`src/hw/rtl/i2cmbe_pkg.sv`:
```
// Package with the word types, state type and codes of the I2C master byte engine.
`timescale 1ns / 1ps
`default_nettype none
package i2cmbe_pkg;

   // Command codes on the func field.
   localparam logic [2:0] CMD_NONE  = 3'd0;
   localparam logic [2:0] CMD_START = 3'd1;
   localparam logic [2:0] CMD_STOP  = 3'd2;
   localparam logic [2:0] CMD_WRITE = 3'd3;
   localparam logic [2:0] CMD_RACK  = 3'd4;
   localparam logic [2:0] CMD_RNACK = 3'd5;

   // Bus sequencer phases.
   localparam logic [3:0] PH_IDLE      = 4'd0;
   localparam logic [3:0] PH_ST_WAIT   = 4'd1;
   localparam logic [3:0] PH_ST_HOLD1  = 4'd2;
   localparam logic [3:0] PH_ST_HOLD2  = 4'd3;
   localparam logic [3:0] PH_SP_LOW    = 4'd4;
   localparam logic [3:0] PH_SP_WAIT   = 4'd5;
   localparam logic [3:0] PH_SP_HOLD   = 4'd6;
   localparam logic [3:0] PH_SP_TAIL   = 4'd7;
   localparam logic [3:0] PH_BIT_LOW   = 4'd8;
   localparam logic [3:0] PH_BIT_WAIT  = 4'd9;
   localparam logic [3:0] PH_BIT_HIGH  = 4'd10;
   localparam logic [3:0] PH_BYTE_TAIL = 4'd11;

   // Configuration register indexes.
   localparam logic CSR_LOW_TIME  = 1'b0;
   localparam logic CSR_HIGH_TIME = 1'b1;

   localparam logic [15:0] TIME_RESET = 16'd5;
   localparam logic [3:0]  LAST_DATA_BIT = 4'd7;
   localparam logic [3:0]  DATA_BITS = 4'd8;
   localparam logic [3:0]  BITS_PER_BYTE = 4'd9;
   localparam logic [7:0]  BYTE_ONES = 8'hff;
   localparam logic [7:0]  BYTE_ZERO = 8'h00;

   typedef struct packed {
      logic [2:0] func;
      logic [7:0] write_byte;
      logic       scl_in;
      logic       sda_in;
   } req_word_type;

   typedef struct packed {
      logic       scl_release;
      logic       sda_release;
      logic       busy_res;
      logic       done_res;
      logic [7:0] read_byte;
      logic       nack_seen;
      logic       cmd_rejected;
   } rsp_word_type;

   // Sequencer state apart from the tick timer, whose width is a parameter.
   typedef struct packed {
      logic [3:0] phase;
      logic [3:0] bit_count;
      logic [7:0] shift_byte;
      logic [2:0] active_command;
      logic       scl_drive;
      logic       sda_drive;
      logic [7:0] last_read;
      logic       last_nack;
   } seq_state_type;

endpackage
`default_nettype wire

```
`src/hw/rtl/i2cmbe_step.sv`:
```
// Next-state and result logic for one clock tick of the I2C byte sequencer.
`timescale 1ns / 1ps
`default_nettype none
module i2cmbe_step #(
   parameter int TIMER_BITS = 16
) (
   input  i2cmbe_pkg::seq_state_type cur_state,
   input  logic [TIMER_BITS-1:0]     cur_timer,
   input  i2cmbe_pkg::req_word_type  req_word,
   input  logic [15:0]               low_time,
   input  logic [15:0]               high_time,
   output i2cmbe_pkg::seq_state_type next_state,
   output logic [TIMER_BITS-1:0]     next_timer,
   output i2cmbe_pkg::rsp_word_type  rsp_word
);
   import i2cmbe_pkg::*;

   // Mask a time setting to the timer width; zero counts as one tick.
   function automatic logic [TIMER_BITS-1:0] timer_load(input logic [15:0] v);
      logic [TIMER_BITS+15:0] ext;
      logic [TIMER_BITS-1:0]  t;
      ext = {{TIMER_BITS{1'b0}}, v};
      t = ext[TIMER_BITS-1:0];
      return (t == '0) ? TIMER_BITS'(1) : t;
   endfunction

   // SDA level to drive for the given bit of the current byte.
   function automatic logic sda_for_bit(input logic [3:0] bit_idx,
                                        input logic [2:0] cmd,
                                        input logic [7:0] shifter);
      logic is_write;
      is_write = (cmd == CMD_WRITE);
      if (bit_idx < DATA_BITS) begin
         return is_write ? shifter[7] : 1'b1;
      end
      if (is_write) begin
         return 1'b1;
      end
      return (cmd == CMD_RACK) ? 1'b0 : 1'b1;
   endfunction

   logic                  is_cmd;
   logic                  expired;
   logic                  done;
   logic                  rejected;
   logic [7:0]            shifted;
   logic [3:0]            bit_next;

   assign is_cmd   = req_word.func inside {[CMD_START:CMD_RNACK]};
   assign expired  = (cur_timer <= TIMER_BITS'(1));
   assign shifted  = {cur_state.shift_byte[6:0], req_word.sda_in};
   assign bit_next = cur_state.bit_count + 4'd1;

   always_comb begin
      next_state = cur_state;
      next_timer = cur_timer;
      done       = 1'b0;
      rejected   = 1'b0;
      if (cur_state.phase != PH_IDLE) begin
         rejected = is_cmd;
         // Timed phases count down while not yet expired.
         if (!expired) begin
            next_timer = cur_timer - TIMER_BITS'(1);
         end
         case (cur_state.phase)
            PH_ST_WAIT: begin
               if (req_word.scl_in) begin
                  next_timer = timer_load(high_time);
                  next_state.phase = PH_ST_HOLD1;
               end
            end
            PH_ST_HOLD1: begin
               if (expired) begin
                  next_state.sda_drive = 1'b0;
                  next_timer = timer_load(high_time);
                  next_state.phase = PH_ST_HOLD2;
               end
            end
            PH_ST_HOLD2: begin
               if (expired) begin
                  next_state.scl_drive = 1'b0;
                  next_state.sda_drive = 1'b1;
                  next_state.phase = PH_IDLE;
                  done = 1'b1;
               end
            end
            PH_SP_LOW: begin
               if (expired) begin
                  next_state.scl_drive = 1'b1;
                  next_state.phase = PH_SP_WAIT;
               end
            end
            PH_SP_WAIT: begin
               if (req_word.scl_in) begin
                  next_timer = timer_load(high_time);
                  next_state.phase = PH_SP_HOLD;
               end
            end
            PH_SP_HOLD: begin
               if (expired) begin
                  next_state.sda_drive = 1'b1;
                  next_timer = timer_load(low_time);
                  next_state.phase = PH_SP_TAIL;
               end
            end
            PH_SP_TAIL: begin
               if (expired) begin
                  next_state.phase = PH_IDLE;
                  done = 1'b1;
               end
            end
            PH_BIT_LOW: begin
               if (expired) begin
                  next_state.scl_drive = 1'b1;
                  next_state.phase = PH_BIT_WAIT;
               end
            end
            PH_BIT_WAIT: begin
               if (req_word.scl_in) begin
                  if (cur_state.bit_count < DATA_BITS) begin
                     next_state.shift_byte = shifted;
                     if (cur_state.bit_count == LAST_DATA_BIT &&
                         cur_state.active_command != CMD_WRITE) begin
                        next_state.last_read = shifted;
                     end
                  end else if (cur_state.active_command == CMD_WRITE) begin
                     next_state.last_nack = req_word.sda_in;
                  end
                  next_timer = timer_load(high_time);
                  next_state.phase = PH_BIT_HIGH;
               end
            end
            PH_BIT_HIGH: begin
               if (expired) begin
                  next_state.scl_drive = 1'b0;
                  next_state.bit_count = bit_next;
                  next_timer = timer_load(low_time);
                  if (bit_next >= BITS_PER_BYTE) begin
                     next_state.phase = PH_BYTE_TAIL;
                  end else begin
                     next_state.sda_drive = sda_for_bit(bit_next,
                        cur_state.active_command, cur_state.shift_byte);
                     next_state.phase = PH_BIT_LOW;
                  end
               end
            end
            PH_BYTE_TAIL: begin
               if (expired) begin
                  next_state.sda_drive = 1'b1;
                  next_state.shift_byte = BYTE_ONES;
                  next_state.phase = PH_IDLE;
                  done = 1'b1;
               end
            end
            default: begin
               next_timer = cur_timer;
               next_state.phase = PH_IDLE;
            end
         endcase
      end else if (is_cmd) begin
         next_state.active_command = req_word.func;
         case (req_word.func)
            CMD_START: begin
               next_state.scl_drive = 1'b1;
               next_state.sda_drive = 1'b1;
               next_state.phase = PH_ST_WAIT;
            end
            CMD_STOP: begin
               next_state.scl_drive = 1'b0;
               next_state.sda_drive = 1'b0;
               next_timer = timer_load(low_time);
               next_state.phase = PH_SP_LOW;
            end
            default: begin
               next_state.shift_byte = (req_word.func == CMD_WRITE) ?
                                       req_word.write_byte : BYTE_ONES;
               next_state.bit_count = '0;
               next_state.scl_drive = 1'b0;
               next_state.sda_drive = (req_word.func == CMD_WRITE) ?
                                      req_word.write_byte[7] : 1'b1;
               next_timer = timer_load(low_time);
               next_state.phase = PH_BIT_LOW;
            end
         endcase
      end
   end

   always_comb begin
      rsp_word.scl_release  = next_state.scl_drive;
      rsp_word.sda_release  = next_state.sda_drive;
      rsp_word.busy_res     = (next_state.phase != PH_IDLE);
      rsp_word.done_res     = done;
      rsp_word.read_byte    = next_state.last_read;
      rsp_word.nack_seen    = next_state.last_nack;
      rsp_word.cmd_rejected = rejected;
   end

endmodule
`default_nettype wire

```
`src/hw/rtl/i2c_master_byte_engine.sv`:
```
// Top level of the I2C master byte engine: channel registers, sequencer state and settings.
//
// Each request word is one clock tick of the bus: an optional command (start,
// stop, write byte, read with ACK, read with NACK), the byte to write and the
// sampled SCL and SDA pin levels. Every request word yields exactly one
// response word carrying the SCL/SDA drive levels, busy, a done pulse, the
// last byte read, the last write's ACK bit and a command-rejected flag.
// A word is accepted on a rising edge where valid is high and stall is low.
// The request is captured in an input register; when the response register is
// free, it runs through the sequencer logic and the result loads the response
// register, from which the response word is taken. One word is taken every
// cycle while req_stall is low; the single-tick sequencer step sets that rate.
// When the response register is full and rsp_stall is high, the request
// register holds its word and req_stall rises; nothing is lost or repeated.
// Reset (synchronous, active high) returns the sequencer to idle with both
// lines released, clears both registers and sets both time settings to 5.
// The csr_ port writes the low time (index 0) and high time (index 1); write
// them only while the engine is idle.
`timescale 1ns / 1ps
`default_nettype none
module i2c_master_byte_engine #(
   parameter int TIMER_BITS = 16
) (
   input  logic                     clock,
   input  logic                     reset,
   input  logic                     req_valid,
   output logic                     req_stall,
   input  i2cmbe_pkg::req_word_type req_data,
   output logic                     rsp_valid,
   input  logic                     rsp_stall,
   output i2cmbe_pkg::rsp_word_type rsp_data,
   input  logic                     csr_we,
   input  logic                     csr_index,
   input  logic [15:0]              csr_wdata
);
   import i2cmbe_pkg::*;

   // Input register.
   logic         in_valid_ff, in_valid_in;
   req_word_type in_word_ff;

   // Response register.
   logic         out_valid_ff, out_valid_in;
   rsp_word_type out_word_ff;

   // Sequencer state and time settings.
   seq_state_type         state_ff, state_in;
   logic [TIMER_BITS-1:0] timer_ff, timer_in;
   logic [15:0]           low_time_ff, high_time_ff;
   rsp_word_type          step_word;

   logic out_free;
   logic advance;
   logic take_req;

   // The step runs when the response register is empty or being emptied.
   assign out_free    = !out_valid_ff || !rsp_stall;
   assign advance     = in_valid_ff && out_free;
   assign req_stall   = in_valid_ff && !out_free;
   assign take_req    = req_valid && !req_stall;
   assign in_valid_in = take_req || (in_valid_ff && !advance);
   assign out_valid_in = advance || (out_valid_ff && rsp_stall);

   i2cmbe_step #(
      .TIMER_BITS(TIMER_BITS)
   ) u_step (
      .cur_state (state_ff),
      .cur_timer (timer_ff),
      .req_word  (in_word_ff),
      .low_time  (low_time_ff),
      .high_time (high_time_ff),
      .next_state(state_in),
      .next_timer(timer_in),
      .rsp_word  (step_word)
   );

   always_ff @(posedge clock) begin
      if (reset) begin
         in_valid_ff  <= 1'b0;
         out_valid_ff <= 1'b0;
      end else begin
         in_valid_ff  <= in_valid_in;
         out_valid_ff <= out_valid_in;
      end
   end

   always_ff @(posedge clock) begin
      if (take_req) begin
         in_word_ff <= req_data;
      end
      if (advance) begin
         out_word_ff <= step_word;
      end
   end

   always_ff @(posedge clock) begin
      if (reset) begin
         state_ff.phase          <= PH_IDLE;
         state_ff.bit_count      <= '0;
         state_ff.shift_byte     <= BYTE_ONES;
         state_ff.active_command <= CMD_NONE;
         state_ff.scl_drive      <= 1'b1;
         state_ff.sda_drive      <= 1'b1;
         state_ff.last_read      <= BYTE_ZERO;
         state_ff.last_nack      <= 1'b0;
         timer_ff                <= '0;
      end else if (advance) begin
         state_ff <= state_in;
         timer_ff <= timer_in;
      end
   end

   always_ff @(posedge clock) begin
      if (reset) begin
         low_time_ff  <= TIME_RESET;
         high_time_ff <= TIME_RESET;
      end else if (csr_we) begin
         case (csr_index)
            CSR_LOW_TIME:  low_time_ff  <= csr_wdata;
            CSR_HIGH_TIME: high_time_ff <= csr_wdata;
            default: begin
            end
         endcase
      end
   end

   assign rsp_valid = out_valid_ff;
   assign rsp_data  = out_word_ff;

endmodule
`default_nettype wire
```
`config.mk`:
```
export PLATFORM = sky130hd
export DESIGN_NAME = i2c_master_byte_engine
export DESIGN_NICKNAME = d
export VERILOG_FILES = /design/src/hw/rtl/i2cmbe_pkg.sv /design/src/hw/rtl/i2cmbe_step.sv /design/src/hw/rtl/i2c_master_byte_engine.sv
export SDC_FILE = /design/constraint.sdc
export NUM_CORES = 1
export LEC_CHECK = 0
export BUFFER_PORTS_ARGS = -buffer_cell sky130_fd_sc_hd__buf_2
export CORE_MARGIN = 4
export CORE_UTILIZATION = 30
export CTS_CLUSTER_SIZE = 12
export DETAILED_ROUTE_END_ITERATION = 10
export GPL_TIMING_DRIVEN = 0
export PLACE_DENSITY = 0.55
export SYNTH_ARGS = -nofsm -noshare
export SYNTH_HDL_FRONTEND = slang
export SYNTH_SLANG_ARGS = --single-unit
```
`constraint.sdc`:
```
create_clock -name clock -period 3.1 [get_ports clock]
set_input_delay 0.775 -clock clock [delete_from_list [all_inputs] [get_ports clock]]
set_output_delay 0.775 -clock clock [all_outputs]
set_load 0.02 [all_outputs]
```
==> results of run 1 <==
==> how the worst max path moves through the flow <==
stage | start | end | slack [ps] | cells past startpoint
after floorplan | rsp_stall | rsp_data[0] | 790 | 5
after global placement | rsp_stall | rsp_data[0] | -10 | 6
after detailed placement | rsp_stall | rsp_data[0] | -20 | 6
after CTS | timer_ff[0] | timer_ff[14] | 250 | 8
after global routing | timer_ff[0] | timer_ff[14] | 8 | 8
final | timer_ff[0] | timer_ff[14] | 210 | 8
==> cells by family (layout without fill, tap and decap cells) <==
kind of cell / Yosys count / in the layout / synth area share
AOI/OAI and AO/OA: 170 / 170 / 0.204
xor gates and xnor gates: 9 / 9 / 0.0146
adders and majority gates: 4 / 4 / 0.00924
buffers and inverters: 53 / 118 / 0.0384
DFF: 107 / 107 / 0.445
muxes: 15 / 15 / 0.0300
and+or+nand+nor: 289 / 289 / 0.258
==> flip-flops by register name, indices dropped and copies added (netlist names) <==
name / count
in_valid_ff: 1
rsp_valid: 1
state_ff: 30
rsp_data: 14
timer_ff: 16
low_time_ff: 16
high_time_ff: 16
in_word_ff: 13
==> area by class of cell <==
| cell class | instances | area, sq um |
|---|---|---|
| fill | 1827 | 11200 |
| multi-input combinational | 487 | 2800 |
| sequential | 107 | 2410 |
| tap | 225 | 282 |
| timing repair buffer | 49 | 245 |
| clock buffer | 9 | 225 |
| buffer | 40 | 159 |
| clock inverter | 7 | 68.8 |
| inverter | 13 | 48.8 |
==> timing repair <==
item,4_1_cts,5_1_grt
gates resized for setup,0,1
hold buffers,0,0
buffers inserted,0,0
endpoints found under the setup margin,0,2
==> cells in the mapped netlist, types with 5 or more instances <==
master    number  area, sq um
nor3_1        24          120
nor2b_1       14         87.6
o32ai_1        5         43.8
buf_2          7         35.0
inv_1         13         48.8
nand2_1      108          405
and2_1         7         43.8
nor4_1        12         75.1
nand2b_1       6         37.5
o31ai_1        6         45.0
mux2i_1        5         50.1
edfxtp_1      27          811
o21ai_0       29          145
o311ai_0      10         87.6
nand4_1        9         56.3
nor2_1        57          214
nand3_1       21          105
o211ai_1       6         45.0
or3_1          5         31.3
a21oi_1       64          320
dfxtp_1       80         1600
clkbuf_1      32          120
xnor2_1        7         61.3
a31oi_1        8         50.1
a211oi_1       5         37.5
mux2_2        10          113
==> critical path: stages (launching register included) <==
cell       delay, ps
dfxtp_1          380
inv_1            140
ha_1             230
nor3b_1          770
nand3_1          320
or4_1            560
o22ai_1          170
a211oi_1          80
o2bb2ai_1        170
==> layout by cell type, fill, tap and decap left out, types with 3 or more instances in the layout <==
master and n:
or4_1 4, nand2_1 108, inv_1 13, and2_1 7, a21oi_1 64, clkbuf_1 32
a221oi_1 4, nand3_1 21, nand3b_1 3, and3_1 3, buf_2 56, a22o_1 3
o311ai_0 10, a31oi_1 8, edfxtp_1 27, o32ai_1 5, mux2_2 10, nand4_1 9
a211oi_1 5, o21ai_0 29, ha_1 4, a22oi_1 4, nor2_1 57, mux2i_1 5
o211ai_1 6, o22ai_1 3, or3_1 5, nand2b_1 6, nor2b_1 14, clkbuf_16 9
xnor2_1 7, dfxtp_1 80, a41oi_1 4, nor4_1 12, o31ai_1 5, nor3_1 24
==> stage by stage <==
step | hold slack [ps] | cells | setup TNS, ps | power (mW) | utilization
2_1_floorplan | 446 | 647 | 0 | 2.30 | -
3_3_place_gp | 463 | 921 | -165 | 2.60 | 0.340
3_5_place_dp | 466 | 921 | -266 | 2.59 | 0.340
4_1_cts | 478 | 937 | 0 | 3.74 | 0.357
5_1_grt | 503 | 937 | 0 | 3.93 | 0.357
6_report | 478 | 937 | 0 | 3.73 | 0.357
==> where the power goes <==
part / switching [mW] / internal, mW / total [mW]
logic: 0.650 / 0.331 / 0.982
clock network: 0.585 / 0.568 / 1.15
registers: 0.0747 / 1.52 / 1.60
==> metal layers <==
layer	GRT usage	vias to the layer above	wire, um
li1	-	2482	-
met1	0.240	2363	7850
met2	0.238	159	6840
met3	0.0353	18	1020
met4	0.0500	0	251
met5	0	-	0
==> results.py, run 1 <==
metrics = {
    "clock_network": {
        "cts.path.max_buffers": 2,
        "htreeDepth": 3,
        "cts_made_buffers": 9,
        "cts_tree": "done",
        "worst_skew_pair.late_latency_ps": 360,
        "clkTransAtPathRegs_ps": 80,
        "clock-sinks": 107,
        "root_buffer": "clkbuf_16",
    },
    "worst_setup_path": {
        "crit-reg2reg-launch": "timer_ff[0]",
        "cp-start-kind": "register",
        "cp_max_fo": 7,
        "worst-r2r-cell-count": 8,
        "worstPathArrival_ps": 3180,
        "critical_path.endpoint_type": "register",
        "path_class": "reg -> reg",
        "r2r_setup_slack_ps": 210,
        "r2r_end": "timer_ff[14]",
        "required_ps": 3390,
    },
    "global_route": {
        "grt_max_degree": 24,
        "grt_pass1_vias": 4764,
        "antenna_found_initial": 0,
        "grt_pass1_wl_um": 25900,
        "grtUsageTotal": 0.163,
        "grt.overflow.total": 0,
    },
    "timing": {
        "slew_violations": 0,
        "max_freq_mhz": 346,
        "finalCritPeriodShare": 0.933,
        "hold_viol_final": 0,
        "fin_ws_ps": 207,
        "fin_skew_ps": 10.4,
        "min_period_ps": 2890,
        "slew-limit-headroom": 0.168,
        "worstMarginPinSlew_ps": 1250,
        "setup_viol": 0,
        "rsz0062_at_grt": "no",
    },
    "detailed_routing": {
        "wl_per_cell_um": 17.0,
        "firstDrtPassIters": 5,
        "drc": 0,
        "wl_um": 16000,
        "vias": 5022,
        "detail-route-antenna-nets": 0,
        "viasPerCell": 5.36,
        "first_iter_violations": 520,
    },
    "floorplanning": {
        "core_sq_um": 17500,
        "start_util": 0.310,
        "rows": 48,
        "die_w_um": 142,
        "dieArea_sq_um": 20300,
        "die_h_um": 142,
        "io_pins": 51,
    },
    "place": {
        "place_area_sq_um": 5940,
        "place_ws_ps": -20.2,
        "port_buffers": 49,
        "finalWeightedCongestion": 0.924,
        "hpwl_um": 11900,
    },
    "final_layout": {
        "area_growth_pct": 15.2,
        "antennaDiodeCount": 0,
        "drive_gt1_frac": 0.135,
        "nNetsFinal": 746,
        "final_cell_area_sq_um": 6240,
    },
    "synth": {
        "yosys_warnings": 0,
        "yosys_register_bits": 107,
        "ys.flop_type": "dfxtp_1",
        "ys_types": 64,
        "async_reset_ff_frac": 0,
        "avgSynthCellArea_sq_um": 8.37,
        "syn_nets": 686,
        "synth_edf_count": 27,
        "synth_area_sq_um": 5420,
        "synth_cells": 647,
        "ys_seq_area_frac": 0.445,
    },
    "worst_hold_path": {
        "hold_start": "high_time_ff[6]",
        "hp-class": "reg -> reg",
        "min_to": "high_time_ff[6]",
        "min_path_cells": 2,
    },
    "run": {
        "cap_viol_max_count": 0,
    },
    "power": {
        "vdd.ir_drop.worst_mv": 0.317,
        "power_density_nw_per_um2": 598,
        "p_leak_nw": 2.24,
    },
    "status": {
        "status": "finished, final reports clean",
    },
}
Note: power is estimated with default switching activity, not from simulation.
==> run 2: changes to the inputs <==
--- a/config.mk
+++ b/config.mk
@@ -6,6 +6,7 @@
 export NUM_CORES = 1
 export LEC_CHECK = 0
 export BUFFER_PORTS_ARGS = -buffer_cell sky130_fd_sc_hd__buf_2
+export CORE_ASPECT_RATIO = 0.9
 export CORE_MARGIN = 4
 export CORE_UTILIZATION = 30
 export CTS_CLUSTER_SIZE = 12
==> run 2 against run 1 <==
Compared with the run above:
- cell area increased by 0.56%
- global-route usage increased by 0.22 points
- clock power grew 9%
- clock skew grew 1.1 ps
- non-clock buffer count did not move
- sequential share of layout area down 0.22 points
- flip-flop and latch count did not move
- core utilization is 0.19 points lower
- worst setup slack better by 90 ps
- routed wire length increased by 1.6%
- largest cell class unchanged
==> results.py, run 2 (synthesized netlist as in run 1, its figures left out) <==
metrics = {
    "clock_network": {
        "clock-sinks": 107,
        "cts_tree": "done",
        "cts_resized": 0,
        "htreeDepth": 3,
        "cts.path.max_buffers": 2,
        "post_cts_buffers": 0,
        "root_buffer": "clkbuf_16",
        "clkTransAtPathRegs_ps": 70,
        "hold_buffers": 0,
        "cts_made_buffers": 9,
        "worst_skew_pair.late_latency_ps": 360,
    },
    "timing": {
        "min_period_ps": 2800,
        "max_freq_mhz": 357,
        "fin_ws_ps": 297,
        "setup_viol": 0,
        "slew-limit-headroom": 0.178,
        "hold_viol_final": 0,
        "slew_violations": 0,
        "setup_tns_ps": 0,
        "worstMarginPinSlew_ps": 1220,
        "fin_skew_ps": 11.4,
        "finalCritPeriodShare": 0.904,
        "rsz0062_at_grt": "no",
        "hold_slack_ps": 484,
    },
    "final_layout": {
        "drive_gt1_frac": 0.131,
        "finalNonFillerCells": 952,
        "nNetsFinal": 746,
        "largest_reg_flops": 30,
        "final_cell_area_sq_um": 6280,
        "fill_cells": 1874,
        "area_growth_pct": 15.9,
        "largest_register": "state_ff",
        "mostFrequentLayoutCell": "nand2_1",
        "seq_area_sq_um": 2410,
        "final_cell_mix": "nand2_1, dfxtp_1, a21oi_1",
        "final_core_util": 0.355,
        "antennaDiodeCount": 0,
        "multi_input_area_sq_um": 2800,
    },
    "status": {
        "status": "finished, final reports clean",
    },
    "floorplanning": {
        "die_h_um": 135,
        "start_util": 0.306,
        "core_sq_um": 17700,
        "dieArea_sq_um": 20300,
        "io_pins": 51,
        "rows": 46,
        "die_w_um": 150,
    },
    "place": {
        "place_area_sq_um": 5960,
        "hpwl_um": 12100,
        "place_ws_ps": 50.4,
        "port_buffers": 49,
        "finalWeightedCongestion": 0.910,
        "dp_cells": 936,
    },
    "worst_setup_path": {
        "cp-start-kind": "register",
        "crit-reg2reg-launch": "timer_ff[0]",
        "worst-r2r-cell-count": 8,
        "required_ps": 3390,
        "r2r_end": "timer_ff[14]",
        "r2r_setup_slack_ps": 300,
        "critical_path.endpoint_type": "register",
        "cp_max_fo": 7,
        "path_class": "reg -> reg",
        "worstPathArrival_ps": 3090,
    },
    "detailed_routing": {
        "first_iter_violations": 459,
        "wl_um": 16200,
        "drc": 0,
        "detail-route-antenna-nets": 0,
        "viasPerCell": 5.31,
        "wl_per_cell_um": 17.0,
        "vias": 5055,
        "firstDrtPassIters": 5,
    },
    "run": {
        "cap_viol_max_count": 0,
    },
    "global_route": {
        "grtUsageTotal": 0.165,
        "grt_pass1_vias": 4793,
        "grt_max_degree": 24,
        "grt_pass1_wl_um": 26200,
        "grt.overflow.total": 0,
        "antenna_found_initial": 0,
    },
    "power": {
        "p_leak_nw": 2.24,
        "vdd.ir_drop.worst_mv": 0.304,
        "power_density_nw_per_um2": 609,
        "p_total_mw": 3.82,
    },
    "worst_hold_path": {
        "min_to": "timer_ff[10]",
        "min_path_cells": 2,
        "hp-class": "reg -> reg",
        "hold_start": "timer_ff[10]",
    },
}
-- run 2: changes by cell type in the layout (fill, tap and decap cells not counted), sizes merged --
| cell | delta |
|---|---|
| clkinvlp | +1 |
| clkinv | -2 |
| clkbuf | +1 |
| bufinv | +2 |
| inv | -2 |
-- run 2: where the power goes --
part | internal [mW] | switching [mW]
clock network | 0.710 | 0.541
registers | 1.52 | 0.0780
logic | 0.329 | 0.643
-- run 2: worst max-delay path by stage --
| stage | cells after the start | end | startpoint |
|---|---|---|---|
| 6_report | 8 | timer_ff[14] | timer_ff[0] |
| 5_1_grt | 7 | timer_ff[5] | state_ff[28] |
| 3_5_place_dp | 6 | rsp_data[0] | rsp_stall |
| 3_3_place_gp | 6 | rsp_data[0] | rsp_stall |
| 2_1_floorplan | 5 | rsp_data[0] | rsp_stall |
| 4_1_cts | 8 | timer_ff[14] | timer_ff[0] |
-- run 2: critical path, cell delays in order (launching register included) --
cell and delay [ps]:
dfxtp_1 390, inv_1 140, ha_1 220, nor3b_1 740
nand3_1 300, or4_1 540, o22ai_1 160, a211oi_1 70
o2bb2ai_1 180
-- run 2: metal layers --
metal,global-route usage,vias to the layer above,wire [um]
met5,0,-,0
met3,0.0331,18,977
met4,0.0569,0,264
met1,0.250,2385,8370
li1,-,2491,-
met2,0.231,161,6600
-- run 2: layout make-up --
| cell class | instances | area share |
|---|---|---|
| Timing Repair Buffer | 49 | 0.0391 |
| Buffer | 40 | 0.0253 |
| Sequential cell | 107 | 0.384 |
| Clock buffer | 10 | 0.0365 |
| Clock inverter | 6 | 0.0138 |
| Inverter | 13 | 0.00778 |
| Tap cell | 240 | 0.0478 |
| Multi-Input combinational cell | 487 | 0.445 |
